### src/sv/lrsgd_pkg.sv
// ----------------------------------------------------------------------------
// lrsgd_pkg
// Shared types and constants of the linear regression SGD trainer.
// ----------------------------------------------------------------------------
`default_nettype none

package lrsgd_pkg;

  localparam int LR_W       = 16;
  localparam int RATE_FRAC  = 16;
  localparam logic [LR_W-1:0] LR_RESET = 16'd655;

  localparam int CFG_ADDR_W = 3;
  localparam int CFG_DATA_W = 32;
  localparam logic REG_IDX_LR = 1'b0;

  typedef logic [1:0] alu_op_t;
  localparam alu_op_t ALU_MULADD = 2'd0;
  localparam alu_op_t ALU_ADD    = 2'd1;
  localparam alu_op_t ALU_SUB    = 2'd2;

  typedef struct packed {
    alu_op_t op;
    logic    rate_shift;
  } alu_ctl_t;

endpackage

`default_nettype wire

### src/sv/lrsgd_alu.sv
// ----------------------------------------------------------------------------
// lrsgd_alu
// Shared unit: saturating multiply-shift with saturating add, add or subtract.
// ----------------------------------------------------------------------------
`default_nettype none

module lrsgd_alu
  import lrsgd_pkg::*;
#(
  parameter int DATA_WIDTH = 32,
  parameter int FRAC_BITS  = 16
) (
  input  wire alu_ctl_t                      ctl,
  input  wire logic signed [DATA_WIDTH-1:0]  a,
  input  wire logic signed [DATA_WIDTH:0]    b,
  input  wire logic signed [DATA_WIDTH-1:0]  c,
  output logic signed [DATA_WIDTH-1:0]       res
);

  localparam int PW = 2 * DATA_WIDTH + 1;

  localparam logic signed [DATA_WIDTH-1:0] VMAX = {1'b0, {(DATA_WIDTH-1){1'b1}}};
  localparam logic signed [DATA_WIDTH-1:0] VMIN = {1'b1, {(DATA_WIDTH-1){1'b0}}};

  logic signed [PW-1:0]         prod;
  logic signed [PW-1:0]         shifted;
  logic [PW-DATA_WIDTH:0]       top_bits;
  logic signed [DATA_WIDTH-1:0] prod_sat;
  logic signed [DATA_WIDTH-1:0] lhs;
  logic signed [DATA_WIDTH:0]   sum;

  assign prod    = a * b;
  assign shifted = ctl.rate_shift ? (prod >>> RATE_FRAC) : (prod >>> FRAC_BITS);
  assign top_bits = shifted[PW-1:DATA_WIDTH-1];

  always_comb begin
    if ((&top_bits) || !(|top_bits)) begin
      prod_sat = shifted[DATA_WIDTH-1:0];
    end else if (shifted[PW-1]) begin
      prod_sat = VMIN;
    end else begin
      prod_sat = VMAX;
    end
  end

  assign lhs = (ctl.op == ALU_MULADD) ? prod_sat : a;

  always_comb begin
    if (ctl.op == ALU_SUB) begin
      sum = {lhs[DATA_WIDTH-1], lhs} - {c[DATA_WIDTH-1], c};
    end else begin
      sum = {lhs[DATA_WIDTH-1], lhs} + {c[DATA_WIDTH-1], c};
    end
  end

  always_comb begin
    if (sum[DATA_WIDTH] == sum[DATA_WIDTH-1]) begin
      res = sum[DATA_WIDTH-1:0];
    end else if (sum[DATA_WIDTH]) begin
      res = VMIN;
    end else begin
      res = VMAX;
    end
  end

endmodule

`default_nettype wire

### src/sv/lrsgd_cfg.sv
// ----------------------------------------------------------------------------
// lrsgd_cfg
// APB register slave holding the learning rate.
// ----------------------------------------------------------------------------
`default_nettype none

module lrsgd_cfg
  import lrsgd_pkg::*;
(
  input  wire logic                  clk,
  input  wire logic                  rst_n,
  input  wire logic                  psel,
  input  wire logic                  penable,
  input  wire logic                  pwrite,
  input  wire logic [CFG_ADDR_W-1:0] paddr,
  input  wire logic [CFG_DATA_W-1:0] pwdata,
  output logic [CFG_DATA_W-1:0]      prdata,
  output logic                       pready,
  output logic [LR_W-1:0]            step_rate
);

  logic [LR_W-1:0] lr_r;
  logic            sel_lr;

  assign sel_lr = (paddr[CFG_ADDR_W-1] == REG_IDX_LR);
  assign pready = 1'b1;

  always_ff @(posedge clk) begin
    if (!rst_n) begin
      lr_r <= LR_RESET;
    end else if (psel && penable && pwrite && sel_lr) begin
      lr_r <= pwdata[LR_W-1:0];
    end
  end

  assign prdata    = sel_lr ? {{(CFG_DATA_W-LR_W){1'b0}}, lr_r} : '0;
  assign step_rate = lr_r;

endmodule

`default_nettype wire

### src/sv/linear_regression_sgd_update.sv
// ----------------------------------------------------------------------------
// linear_regression_sgd_update
// Online single-variable linear regression trainer, one SGD step per pair with nonzero x.
//
//   channel | ports                                         | direction
//   --------+-----------------------------------------------+----------
//   in      | in_valid, in_stall, in_x_value, in_y_reference | to block
//   out     | out_valid, out_stall, out_new_weight,          | from block
//           | out_new_bias, out_pred_error                   |
//   cfg     | cfg_p*, step rate at paddr 0-3                 | to block
//
// A pair with nonzero x takes five steps of the shared multiply/add unit,
// then the hand-off state, which waits while the output is held, and the
// idle state. A pair with zero x sets the bias to y and goes to hand-off.
// Reset clears weight and bias and loads the default learning rate.
// A stalled result holds in the output register; the next transaction
// is accepted meanwhile and waits before hand-off.
// ----------------------------------------------------------------------------
`default_nettype none

module linear_regression_sgd_update
  import lrsgd_pkg::*;
#(
  parameter int DATA_WIDTH = 32,
  parameter int FRAC_BITS  = 16
) (
  input  wire logic                         clk,
  input  wire logic                         rst_n,
  input  wire logic                         in_valid,
  output logic                              in_stall,
  input  wire logic signed [DATA_WIDTH-1:0] in_x_value,
  input  wire logic signed [DATA_WIDTH-1:0] in_y_reference,
  output logic                              out_valid,
  input  wire logic                         out_stall,
  output logic signed [DATA_WIDTH-1:0]      out_new_weight,
  output logic signed [DATA_WIDTH-1:0]      out_new_bias,
  output logic signed [DATA_WIDTH-1:0]      out_pred_error,
  input  wire logic                         cfg_psel,
  input  wire logic                         cfg_penable,
  input  wire logic                         cfg_pwrite,
  input  wire logic [CFG_ADDR_W-1:0]        cfg_paddr,
  input  wire logic [CFG_DATA_W-1:0]        cfg_pwdata,
  output logic [CFG_DATA_W-1:0]             cfg_prdata,
  output logic                              cfg_pready
);

  localparam logic [2:0] ST_IDLE = 3'd0;
  localparam logic [2:0] ST_PRED = 3'd1;
  localparam logic [2:0] ST_ERR  = 3'd2;
  localparam logic [2:0] ST_DB   = 3'd3;
  localparam logic [2:0] ST_WGT  = 3'd4;
  localparam logic [2:0] ST_BIAS = 3'd5;
  localparam logic [2:0] ST_DONE = 3'd6;

  logic [2:0]                   state_r;
  logic signed [DATA_WIDTH-1:0] x_r;
  logic signed [DATA_WIDTH-1:0] y_r;
  logic signed [DATA_WIDTH-1:0] weight_r;
  logic signed [DATA_WIDTH-1:0] bias_r;
  logic signed [DATA_WIDTH-1:0] pred_r;
  logic signed [DATA_WIDTH-1:0] err_r;
  logic signed [DATA_WIDTH-1:0] db_r;
  logic                         out_valid_r;
  logic signed [DATA_WIDTH-1:0] out_weight_r;
  logic signed [DATA_WIDTH-1:0] out_bias_r;
  logic signed [DATA_WIDTH-1:0] out_err_r;

  logic [LR_W-1:0]              step_rate;
  alu_ctl_t                     alu_ctl;
  logic signed [DATA_WIDTH-1:0] alu_a;
  logic signed [DATA_WIDTH:0]   alu_b;
  logic signed [DATA_WIDTH-1:0] alu_c;
  logic signed [DATA_WIDTH-1:0] alu_res;
  logic signed [DATA_WIDTH:0]   x_ext;
  logic signed [DATA_WIDTH:0]   lr_ext;
  logic                         in_fire;
  logic                         out_free;

  lrsgd_cfg u_cfg (
    .clk       (clk),
    .rst_n     (rst_n),
    .psel      (cfg_psel),
    .penable   (cfg_penable),
    .pwrite    (cfg_pwrite),
    .paddr     (cfg_paddr),
    .pwdata    (cfg_pwdata),
    .prdata    (cfg_prdata),
    .pready    (cfg_pready),
    .step_rate (step_rate)
  );

  lrsgd_alu #(
    .DATA_WIDTH (DATA_WIDTH),
    .FRAC_BITS  (FRAC_BITS)
  ) u_alu (
    .ctl (alu_ctl),
    .a   (alu_a),
    .b   (alu_b),
    .c   (alu_c),
    .res (alu_res)
  );

  assign x_ext  = {x_r[DATA_WIDTH-1], x_r};
  assign lr_ext = {{(DATA_WIDTH+1-LR_W){1'b0}}, step_rate};

  always_comb begin
    alu_ctl = '{op: ALU_ADD, rate_shift: 1'b0};
    alu_a   = '0;
    alu_b   = '0;
    alu_c   = '0;
    unique case (state_r)
      ST_PRED: begin
        alu_ctl = '{op: ALU_MULADD, rate_shift: 1'b0};
        alu_a   = weight_r;
        alu_b   = x_ext;
        alu_c   = bias_r;
      end
      ST_ERR: begin
        alu_ctl = '{op: ALU_SUB, rate_shift: 1'b0};
        alu_a   = y_r;
        alu_c   = pred_r;
      end
      ST_DB: begin
        alu_ctl = '{op: ALU_MULADD, rate_shift: 1'b1};
        alu_a   = err_r;
        alu_b   = lr_ext;
      end
      ST_WGT: begin
        alu_ctl = '{op: ALU_MULADD, rate_shift: 1'b0};
        alu_a   = db_r;
        alu_b   = x_ext;
        alu_c   = weight_r;
      end
      ST_BIAS: begin
        alu_a   = bias_r;
        alu_c   = db_r;
      end
      default: begin
      end
    endcase
  end

  assign in_stall = (state_r != ST_IDLE) || !rst_n;
  assign in_fire  = in_valid && !in_stall;
  assign out_free = !out_valid_r || !out_stall;

  always_ff @(posedge clk) begin
    if (!rst_n) begin
      state_r  <= ST_IDLE;
      weight_r <= '0;
      bias_r   <= '0;
    end else begin
      unique case (state_r)
        ST_IDLE: begin
          if (in_fire) begin
            if (in_x_value == '0) begin
              bias_r  <= in_y_reference;
              state_r <= ST_DONE;
            end else begin
              state_r <= ST_PRED;
            end
          end
        end
        ST_PRED: state_r <= ST_ERR;
        ST_ERR:  state_r <= ST_DB;
        ST_DB:   state_r <= ST_WGT;
        ST_WGT: begin
          weight_r <= alu_res;
          state_r  <= ST_BIAS;
        end
        ST_BIAS: begin
          bias_r  <= alu_res;
          state_r <= ST_DONE;
        end
        ST_DONE: begin
          if (out_free) begin
            state_r <= ST_IDLE;
          end
        end
        default: state_r <= ST_IDLE;
      endcase
    end
  end

  always_ff @(posedge clk) begin
    if (in_fire) begin
      x_r   <= in_x_value;
      y_r   <= in_y_reference;
      err_r <= '0;
    end
    if (state_r == ST_PRED) begin
      pred_r <= alu_res;
    end
    if (state_r == ST_ERR) begin
      err_r <= alu_res;
    end
    if (state_r == ST_DB) begin
      db_r <= alu_res;
    end
  end

  always_ff @(posedge clk) begin
    if (!rst_n) begin
      out_valid_r <= 1'b0;
    end else if (state_r == ST_DONE && out_free) begin
      out_valid_r <= 1'b1;
    end else if (!out_stall) begin
      out_valid_r <= 1'b0;
    end
  end

  always_ff @(posedge clk) begin
    if (state_r == ST_DONE && out_free) begin
      out_weight_r <= weight_r;
      out_bias_r   <= bias_r;
      out_err_r    <= err_r;
    end
  end

  assign out_valid      = out_valid_r;
  assign out_new_weight = out_weight_r;
  assign out_new_bias   = out_bias_r;
  assign out_pred_error = out_err_r;

endmodule

`default_nettype wire
### config.mk
export PLATFORM = sky130hd
export DESIGN_NAME = linear_regression_sgd_update
export DESIGN_NICKNAME = d
export VERILOG_FILES = /design/src/sv/lrsgd_pkg.sv /design/src/sv/lrsgd_alu.sv /design/src/sv/lrsgd_cfg.sv /design/src/sv/linear_regression_sgd_update.sv
export SDC_FILE = /design/constraint.sdc
export NUM_CORES = 2
export LEC_CHECK = 0
export BUFFER_PORTS_ARGS = -buffer_cell sky130_fd_sc_hd__buf_2
export CORE_MARGIN = 2
export CORE_UTILIZATION = 55
export CTS_BUF_LIST = sky130_fd_sc_hd__clkbuf_8
export DETAILED_ROUTE_END_ITERATION = 7
export PLACE_DENSITY_LB_ADDON = 0.05
export REMOVE_ABC_BUFFERS = 1
export SLEW_MARGIN = 20
export SYNTH_ARGS = -nofsm -noshare
export SYNTH_HDL_FRONTEND = slang
export SYNTH_SLANG_ARGS = --single-unit
export TNS_END_PERCENT = 10
### constraint.sdc
create_clock -name clk -period 24.1 [get_ports clk]
set_clock_uncertainty 0.15 [all_clocks]
set_input_delay 4.82 -clock clk [delete_from_list [all_inputs] [get_ports clk]]
set_output_delay 4.82 -clock clk [all_outputs]
set_load 0.02 [all_outputs]
# Word level (Yosys, flattened, before mapping)
# Cells that the tools add are included.
word_totals:
  reg_bits: 340
  latch_bits: 0
  ram_bits: 0
  romBits: 0
  out_inout_bits: 131
  wordCells: 75
  memories: 0
classes:
  add_sub_neg: 2
  multipliers: 1
  n_div: 0
  magnitude_cmp: 0
  eq_ne: 12
  n_shift: 0
  muxes: 22
  bitwise_logic: 1
  n_reduce_logical: 24
op_table:
  columns: ["cell", "n"]
  rows:
  - ["32-bit 2-to-1 mux", 9]
  - ["32-bit case mux with 5 select lines", 1]
  - ["32-bit case mux with 4 select lines", 1]
  - ["33-bit case mux with 2 select lines", 1]
  - ["32-bit by 33-bit multiplier with 65-bit output", 1]
  - ["32-bit case mux with 2 select lines", 1]
  - ["32-bit by 32-bit adder with 33-bit output", 1]
  - ["33-bit 2-to-1 mux", 1]
  - ["32-bit by 32-bit subtractor with 33-bit output", 1]
  - ["32-bit logical NOT", 1]
  - ["3-bit case mux with 7 select lines", 1]
  - ["18-bit AND reduction", 1]
  - ["18-bit OR reduction", 1]
  - ["16-bit 2-to-1 mux", 1]
  - ["3-bit == test (second input constant)", 3]
  - ["3-bit 2-to-1 mux", 3]
  - ["3-bit case mux with 3 select lines", 1]
  - ["3-bit by 2-bit == test with 1-bit output (second input constant)", 2]
  - ["2-bit != test (second input constant)", 3]
  - ["1-bit logical AND", 5]
  - ["1-bit logical NOT", 5]
  - ["2-bit nonzero test", 2]
  - ["3-bit by 1-bit == test with 1-bit output (second input constant)", 1]
  - ["3-bit logical NOT", 1]
  - ["11 further kinds", 14]

# Depth between registers and ports, before layout
logic_depth:
  depth_word: 14
  ltp_mapped: 57
  mapped_depth_nobuf: 48

# Cells and area by module
# A second synthesis with hierarchy kept.
hier_totals:
  cells_unflattened: 5480
  hier_area_um2: 54262.0
modules_own_cells:
  columns: ["module", "instances", "cells_each", "area_each_um2", "seq_area_each_um2"]
  rows:
  - ["lrsgd_alu", 1, 4495, 40531.4, 0.0]
  - ["linear_regression_sgd_update", 1, 879, 12793.5, 9048.7]
  - ["lrsgd_cfg", 1, 106, 937.1, 320.3]

# Worst setup path after synthesis
# No wires, ideal clock.
synth_path:
  path_kind: "register -> register"
  from: "reg state_r[2]"
  to: "reg db_r[25], data pin"
  arrival_time_ns: 14.357
  required_time_ns: 23.690
  path_slack_ns: 9.332
  path_stages_with_launch: 54
  period_less_slack_ns: 14.768
  path_cell_list: "dfxtp_1 -> buf_6 -> buf_6 -> buf_4 -> buf_2 -> buf_2 -> clkbuf_1 -> buf_2 -> buf_1 -> mux2i_1 -> o21ai_0 -> a221o_1 -> and2_1 -> fa_1 -> fa_1 -> fa_1 -> inv_1 -> fa_1 -> [18 not listed] -> or4_4 -> a21oi_2 -> buf_2 -> a221oi_1 -> ha_1 -> nor2b_1 -> o2111ai_1 -> a31oi_1 -> o41ai_1 -> o31a_1 -> o31ai_1 -> a31oi_1 -> o31ai_1 -> xnor2_1 -> clkbuf_1 -> a21oi_1 -> nor2_1 -> inv_1"
synth_between:
  elab_chain_cells: 13
synth_rtl:
  columns: ["item", "line", "text"]
  rows:
  - ["from (decl)", "linear_regression_sgd_update.sv:55", "logic [2:0] state_r;"]
  - ["from (signal assigned)", "linear_regression_sgd_update.sv:149", "state_r <= ST_IDLE;"]
  - ["from (signal assigned)", "linear_regression_sgd_update.sv:158", "state_r <= ST_DONE;"]
  - ["from (signal assigned)", "linear_regression_sgd_update.sv:160", "state_r <= ST_PRED;"]
  - ["3-bit by 1-bit == test with 1-bit output / 3-bit == test (equally long branches)", "linear_regression_sgd_update.sv:111", "unique case (state_r)"]
  - ["2-bit OR reduction (no line)", null, null]
  - ["33-bit case mux with 2 select lines", "linear_regression_sgd_update.sv:111", null]
  - ["32-bit by 33-bit multiplier with 65-bit output", "lrsgd_alu.sv:32", "assign prod = a * b;"]
  - ["18-bit OR reduction", "lrsgd_alu.sv:37", "if ((&top_bits) || !(|top_bits)) begin"]
  - ["1-bit logical NOT", "lrsgd_alu.sv:37", null]
  - ["1-bit logical OR", "lrsgd_alu.sv:37", null]
  - ["32-bit 2-to-1 mux", "lrsgd_alu.sv:37", null]
  - ["32-bit 2-to-1 mux", "lrsgd_alu.sv:46", "assign lhs = (ctl.op == ALU_MULADD) ? prod_sat : a;"]
  - ["32-bit by 32-bit adder with 33-bit output / 32-bit by 32-bit subtractor with 33-bit output (equally long branches)", "lrsgd_alu.sv:52, lrsgd_alu.sv:50", null]
  - ["33-bit 2-to-1 mux (*)", "lrsgd_alu.sv:49", "if (ctl.op == ALU_SUB) begin"]
  - ["32-bit 2-to-1 mux / 1-bit == test (equally long branches)", "lrsgd_alu.sv:59, lrsgd_alu.sv:57", null]
  - ["32-bit 2-to-1 mux (*)", "lrsgd_alu.sv:57", "if (sum[DATA_WIDTH] == sum[DATA_WIDTH-1]) begin"]
  - ["named net alu_res[25]", "linear_regression_sgd_update.sv:73", "logic signed [DATA_WIDTH-1:0] alu_res;"]
  - ["to (signal assigned)", "linear_regression_sgd_update.sv:198", "db_r <= alu_res;"]
  - ["to (decl)", "linear_regression_sgd_update.sv:62", "logic signed [DATA_WIDTH-1:0] db_r;"]
# The timed path passes the listed nets; every way through them passes the cells marked *.
# A chain may end at the register's enable or synchronous reset.

# Worst setup path after layout
layout_path:
  from: "reg state_r[2]"
  to: "reg weight_r[9]"
layout_between:
  elab_chain_cells: 13
layout_rtl:
  columns: ["item", "line", "text"]
  rows:
  - ["3-bit by 1-bit == test with 1-bit output / 3-bit == test (equally long branches)", "linear_regression_sgd_update.sv:111, linear_regression_sgd_update.sv:153", null]
  - ["2-bit OR reduction (no line)", null, null]
  - ["33-bit case mux with 2 select lines", "linear_regression_sgd_update.sv:111", null]
  - ["32-bit by 33-bit multiplier with 65-bit output", "lrsgd_alu.sv:32", null]
  - ["18-bit OR reduction", "lrsgd_alu.sv:37", null]
  - ["1-bit logical NOT", "lrsgd_alu.sv:37", null]
  - ["1-bit logical OR", "lrsgd_alu.sv:37", null]
  - ["32-bit 2-to-1 mux", "lrsgd_alu.sv:37", null]
  - ["32-bit 2-to-1 mux", "lrsgd_alu.sv:46", null]
  - ["32-bit by 32-bit adder with 33-bit output / 32-bit by 32-bit subtractor with 33-bit output (equally long branches)", "lrsgd_alu.sv:52, lrsgd_alu.sv:50", null]
  - ["33-bit 2-to-1 mux", "lrsgd_alu.sv:49", null]
  - ["32-bit 2-to-1 mux / 1-bit == test (equally long branches)", "lrsgd_alu.sv:59, lrsgd_alu.sv:57", null]
  - ["32-bit 2-to-1 mux", "lrsgd_alu.sv:57", null]
  - ["to (signal assigned)", "linear_regression_sgd_update.sv:168", "weight_r <= alu_res;"]
  - ["to (decl)", "linear_regression_sgd_update.sv:58", "logic signed [DATA_WIDTH-1:0] weight_r;"]
# Parallel ways exist; a longest one is shown, timed or not.

==> impl_metrics.env <==
export IMPL_outcome="completed"
export IMPL_drive_gt1_share_pct=8.96
export IMPL_start_util_pct=55.6
export IMPL_path_clk_slew_ps=70
export IMPL_cap_violations=0
export IMPL_peakVddDrop_mv=0.0936
export IMPL_synth_edf_count=256
export IMPL_syn_inst=5595
export IMPL_regArea_mm2=0.00938
export IMPL_final_util_pct=59.6
export IMPL_setup_viol=0
export IMPL_worstSetupPathType="flop to flop"
export IMPL_fin_cells=6971
export IMPL_cp_start_kind="flop"
export IMPL_path_buf_inv=11
export IMPL_min_period_ps=18270
export IMPL_numCtsBuffers=53
export IMPL_syn_area_mm2=0.0529
export IMPL_final_cell_mix="fa_1 (1090), inv_1 (987), nand2_1 (728), nor2_1 (647), edfxtp_1 (256)"
export IMPL_wl_um=177000
export IMPL_fill_cells=8365
export IMPL_io_buffers=201
export IMPL_placed_cells=6868
export IMPL_drcViolationCount=0
export IMPL_drtPass1Iterations=7
export IMPL_rsz0062_at_grt="no"
export IMPL_ys_seq_elements=340
export IMPL_synth_async_sr_flop_share_pct=0
export IMPL_tritoncts="built"
export IMPL_cp_end_kind="flop"
export IMPL_vias=41500
export IMPL_cellPowerDensity_mw_per_mm2=65.2
export IMPL_nets=7070
export IMPL_holdBufCountCts=0
export IMPL_grt_pass1_vias=42600
export IMPL_cp_required_ps=24520
export IMPL_drt_iter0_drc=4086
export IMPL_maxSlewViolCount=0
export IMPL_ant_nets=0
export IMPL_path_max_fanout=59
export IMPL_rows=113
export IMPL_post_cts_resized=0
export IMPL_antenna_found_initial=1
export IMPL_finalHoldViolations=0
export IMPL_die_x_um=314
export IMPL_synth_largest_area_cell="fa_1"
export IMPL_multi_input_area_mm2=0.0389
export IMPL_yosys_warnings=0
export IMPL_fin_crit_sh_pct=75.8
export IMPL_seq_area_frac_synth_pct=17.7
export IMPL_htreeDepth=2
export IMPL_dp_hpwl_um=138000
export IMPL_arrival_ps=18690
export IMPL_cpMaxStageDelayCell="fa_1"
export IMPL_postSynthAreaPerCell_um2=9.46
export IMPL_fmax_ghz=0.0547
export IMPL_track_usage_pct=36.8
export IMPL_synth_top_area_share_pct=41.2
export IMPL_ios=237
export IMPL_clk_latency_ps=720
export IMPL_p_sw_mw=1.87
export IMPL_synth_main_ff_cell="edfxtp_1"
export IMPL_r2r_slack_ps=5830
export IMPL_power_clock_fraction_pct=15.2
export IMPL_grt_pass1_wl_um=269000
export IMPL_layout_commonest_cell="fa_1"
export IMPL_cts_setup_buffers=0
export IMPL_dp_slack_ps=6200
export IMPL_p_int_mw=1.83
export IMPL_seqPwrFrac_pct=21.6
export IMPL_cpMostUsedCell="fa_1"
export IMPL_slowest_delay_ps=1040
export IMPL_synth_area_top_cells="fa_1 (41%), edfxtp_1 (15%), inv_1 (6.9%)"
export IMPL_dieArea_mm2=0.0988
export IMPL_grt_max_degree=79
export IMPL_critPathTopFamily="adder cells"
export IMPL_root_buffer="clkbuf_8"
export IMPL_tightestPinTransition_ps=1210
export IMPL_min_path_type="flop to flop"
export IMPL_gp_congestion=0.983
export IMPL_total_leakage_power_nw=25.6
export IMPL_overflow=0
export IMPL_swShare_pct=50.6
export IMPL_yosysUniqueCellTypes=96
export IMPL_power_frac_comb_pct=63.2
export IMPL_vias_per_cell=5.95
export IMPL_area_growth_pct=7.04
export IMPL_worst_slack_ps=5830
export IMPL_core_mm2=0.0952
export IMPL_setup_tns_ps=0
export IMPL_clk_path_buf_depth=3
export IMPL_wl_per_cell_um=25.3
export IMPL_chipHeight_um=314
export IMPL_clock_sinks=340
export IMPL_relSlewSlack_pct=18.6
==> power groups by stage <==
stage	registers, mW	logic, mW	clock network, mW
floorplan	0.793	1.50	0
global placement	0.807	2.27	0
detailed placement	0.807	2.27	0
CTS	0.795	2.30	0.569
global route	0.801	2.53	0.589
finish	0.797	2.34	0.563
==> sequential cells by signal (all words and copies together) (netlist names) <==
name,count
x_r,32
err_r,32
pred_r,32
state_r,3
out_valid,1
bias_r,32
out_new_bias,32
u_cfg.step_rate,16
out_pred_error,32
out_new_weight,32
db_r,32
y_r,32
weight_r,32
==> worst reg2reg max path, delay by kind of cell (launching register included) <==
kind / cells / cell delay, ps
compound gates: 18 / 4990
fa+ha+maj: 11 / 5730
flops: 1 / 940
buf+inv: 11 / 3460
xor+xnor: 2 / 770
simple gates: 8 / 2130
==> layer usage <==
layer,track usage (%),up-vias,wire (um)
met3,8.39,334,18500
li1,-,17800,-
met4,12.0,2,6640
met2,56.4,2032,78700
met1,52.2,21300,72700
met5,0,-,13
==> Yosys cell counts (10+ instances only) <==
master and count:
fa_1 1090, inv_1 978, nand2_1 728, nor2_1 649, clkbuf_1 272, edfxtp_1 256
ha_1 214, a21oi_1 212, o21ai_0 176, dfxtp_1 84, xnor2_1 67, mux2i_1 52
a21o_1 46, nand3_1 46, nand4_1 45, and2_1 43, a221oi_1 42, xor2_1 37
nor3_1 33, a221o_1 30, a22oi_1 28, nand2b_1 27, nor2b_1 27, o221ai_1 27
o21a_1 22, buf_4 21, a211oi_1 20, a22o_1 20, nor4_1 18, mux2_2 15
buf_2 14, o21ai_1 14, and3_1 13, nand3b_1 13, o21bai_1 13, maj3_1 12
and4_1 11, o31ai_1 11, or2_2 11, or3_1 10
==> area by class of cell <==
class / instances / area share, %
inverters: 981 / 6.50
repair buffers: 314 / 3.33
well taps: 1265 / 2.79
clock buffers: 65 / 1.58
diodes: 1 / 0.00442
clock inverters: 35 / 0.552
multi-input cells: 3970 / 68.7
flip-flops and latches: 340 / 16.5
==> path summary, 6_finish.rpt <==
| check | start | end | cells after the start |
|---|---|---|---|
| min reg2reg | err_r[2] | out_pred_error[2] | 0 |
| max reg2reg | state_r[2] | weight_r[9] | 50 |
| max | state_r[2] | weight_r[9] | 50 |
| min | err_r[2] | out_pred_error[2] | 0 |
==> kinds of logic (layout without fill, tap and decap cells) <==
kind of cell	count (synthesis)	after routing	share of synthesized area, %
xor+xnor	105	105	1.75
compound gates	761	761	9.52
fa+ha+maj	1317	1317	46.5
flops	340	340	17.7
mux	68	68	1.33
buf+inv	1300	1395	9.46
simple gates	1702	1702	13.7
other cells	2	18	0.0142
==> per-stage QoR <==
step | hold slack, ps | instance area [um^2] | total power, mW
floorplan | 276 | 51700 | 2.29
global placement | 301 | 55400 | 3.07
detailed placement | 307 | 55400 | 3.08
CTS | 323 | 56600 | 3.66
global route | 339 | 56700 | 3.92
finish | 320 | 56700 | 3.70
Power figures use the tool's default switching activity.
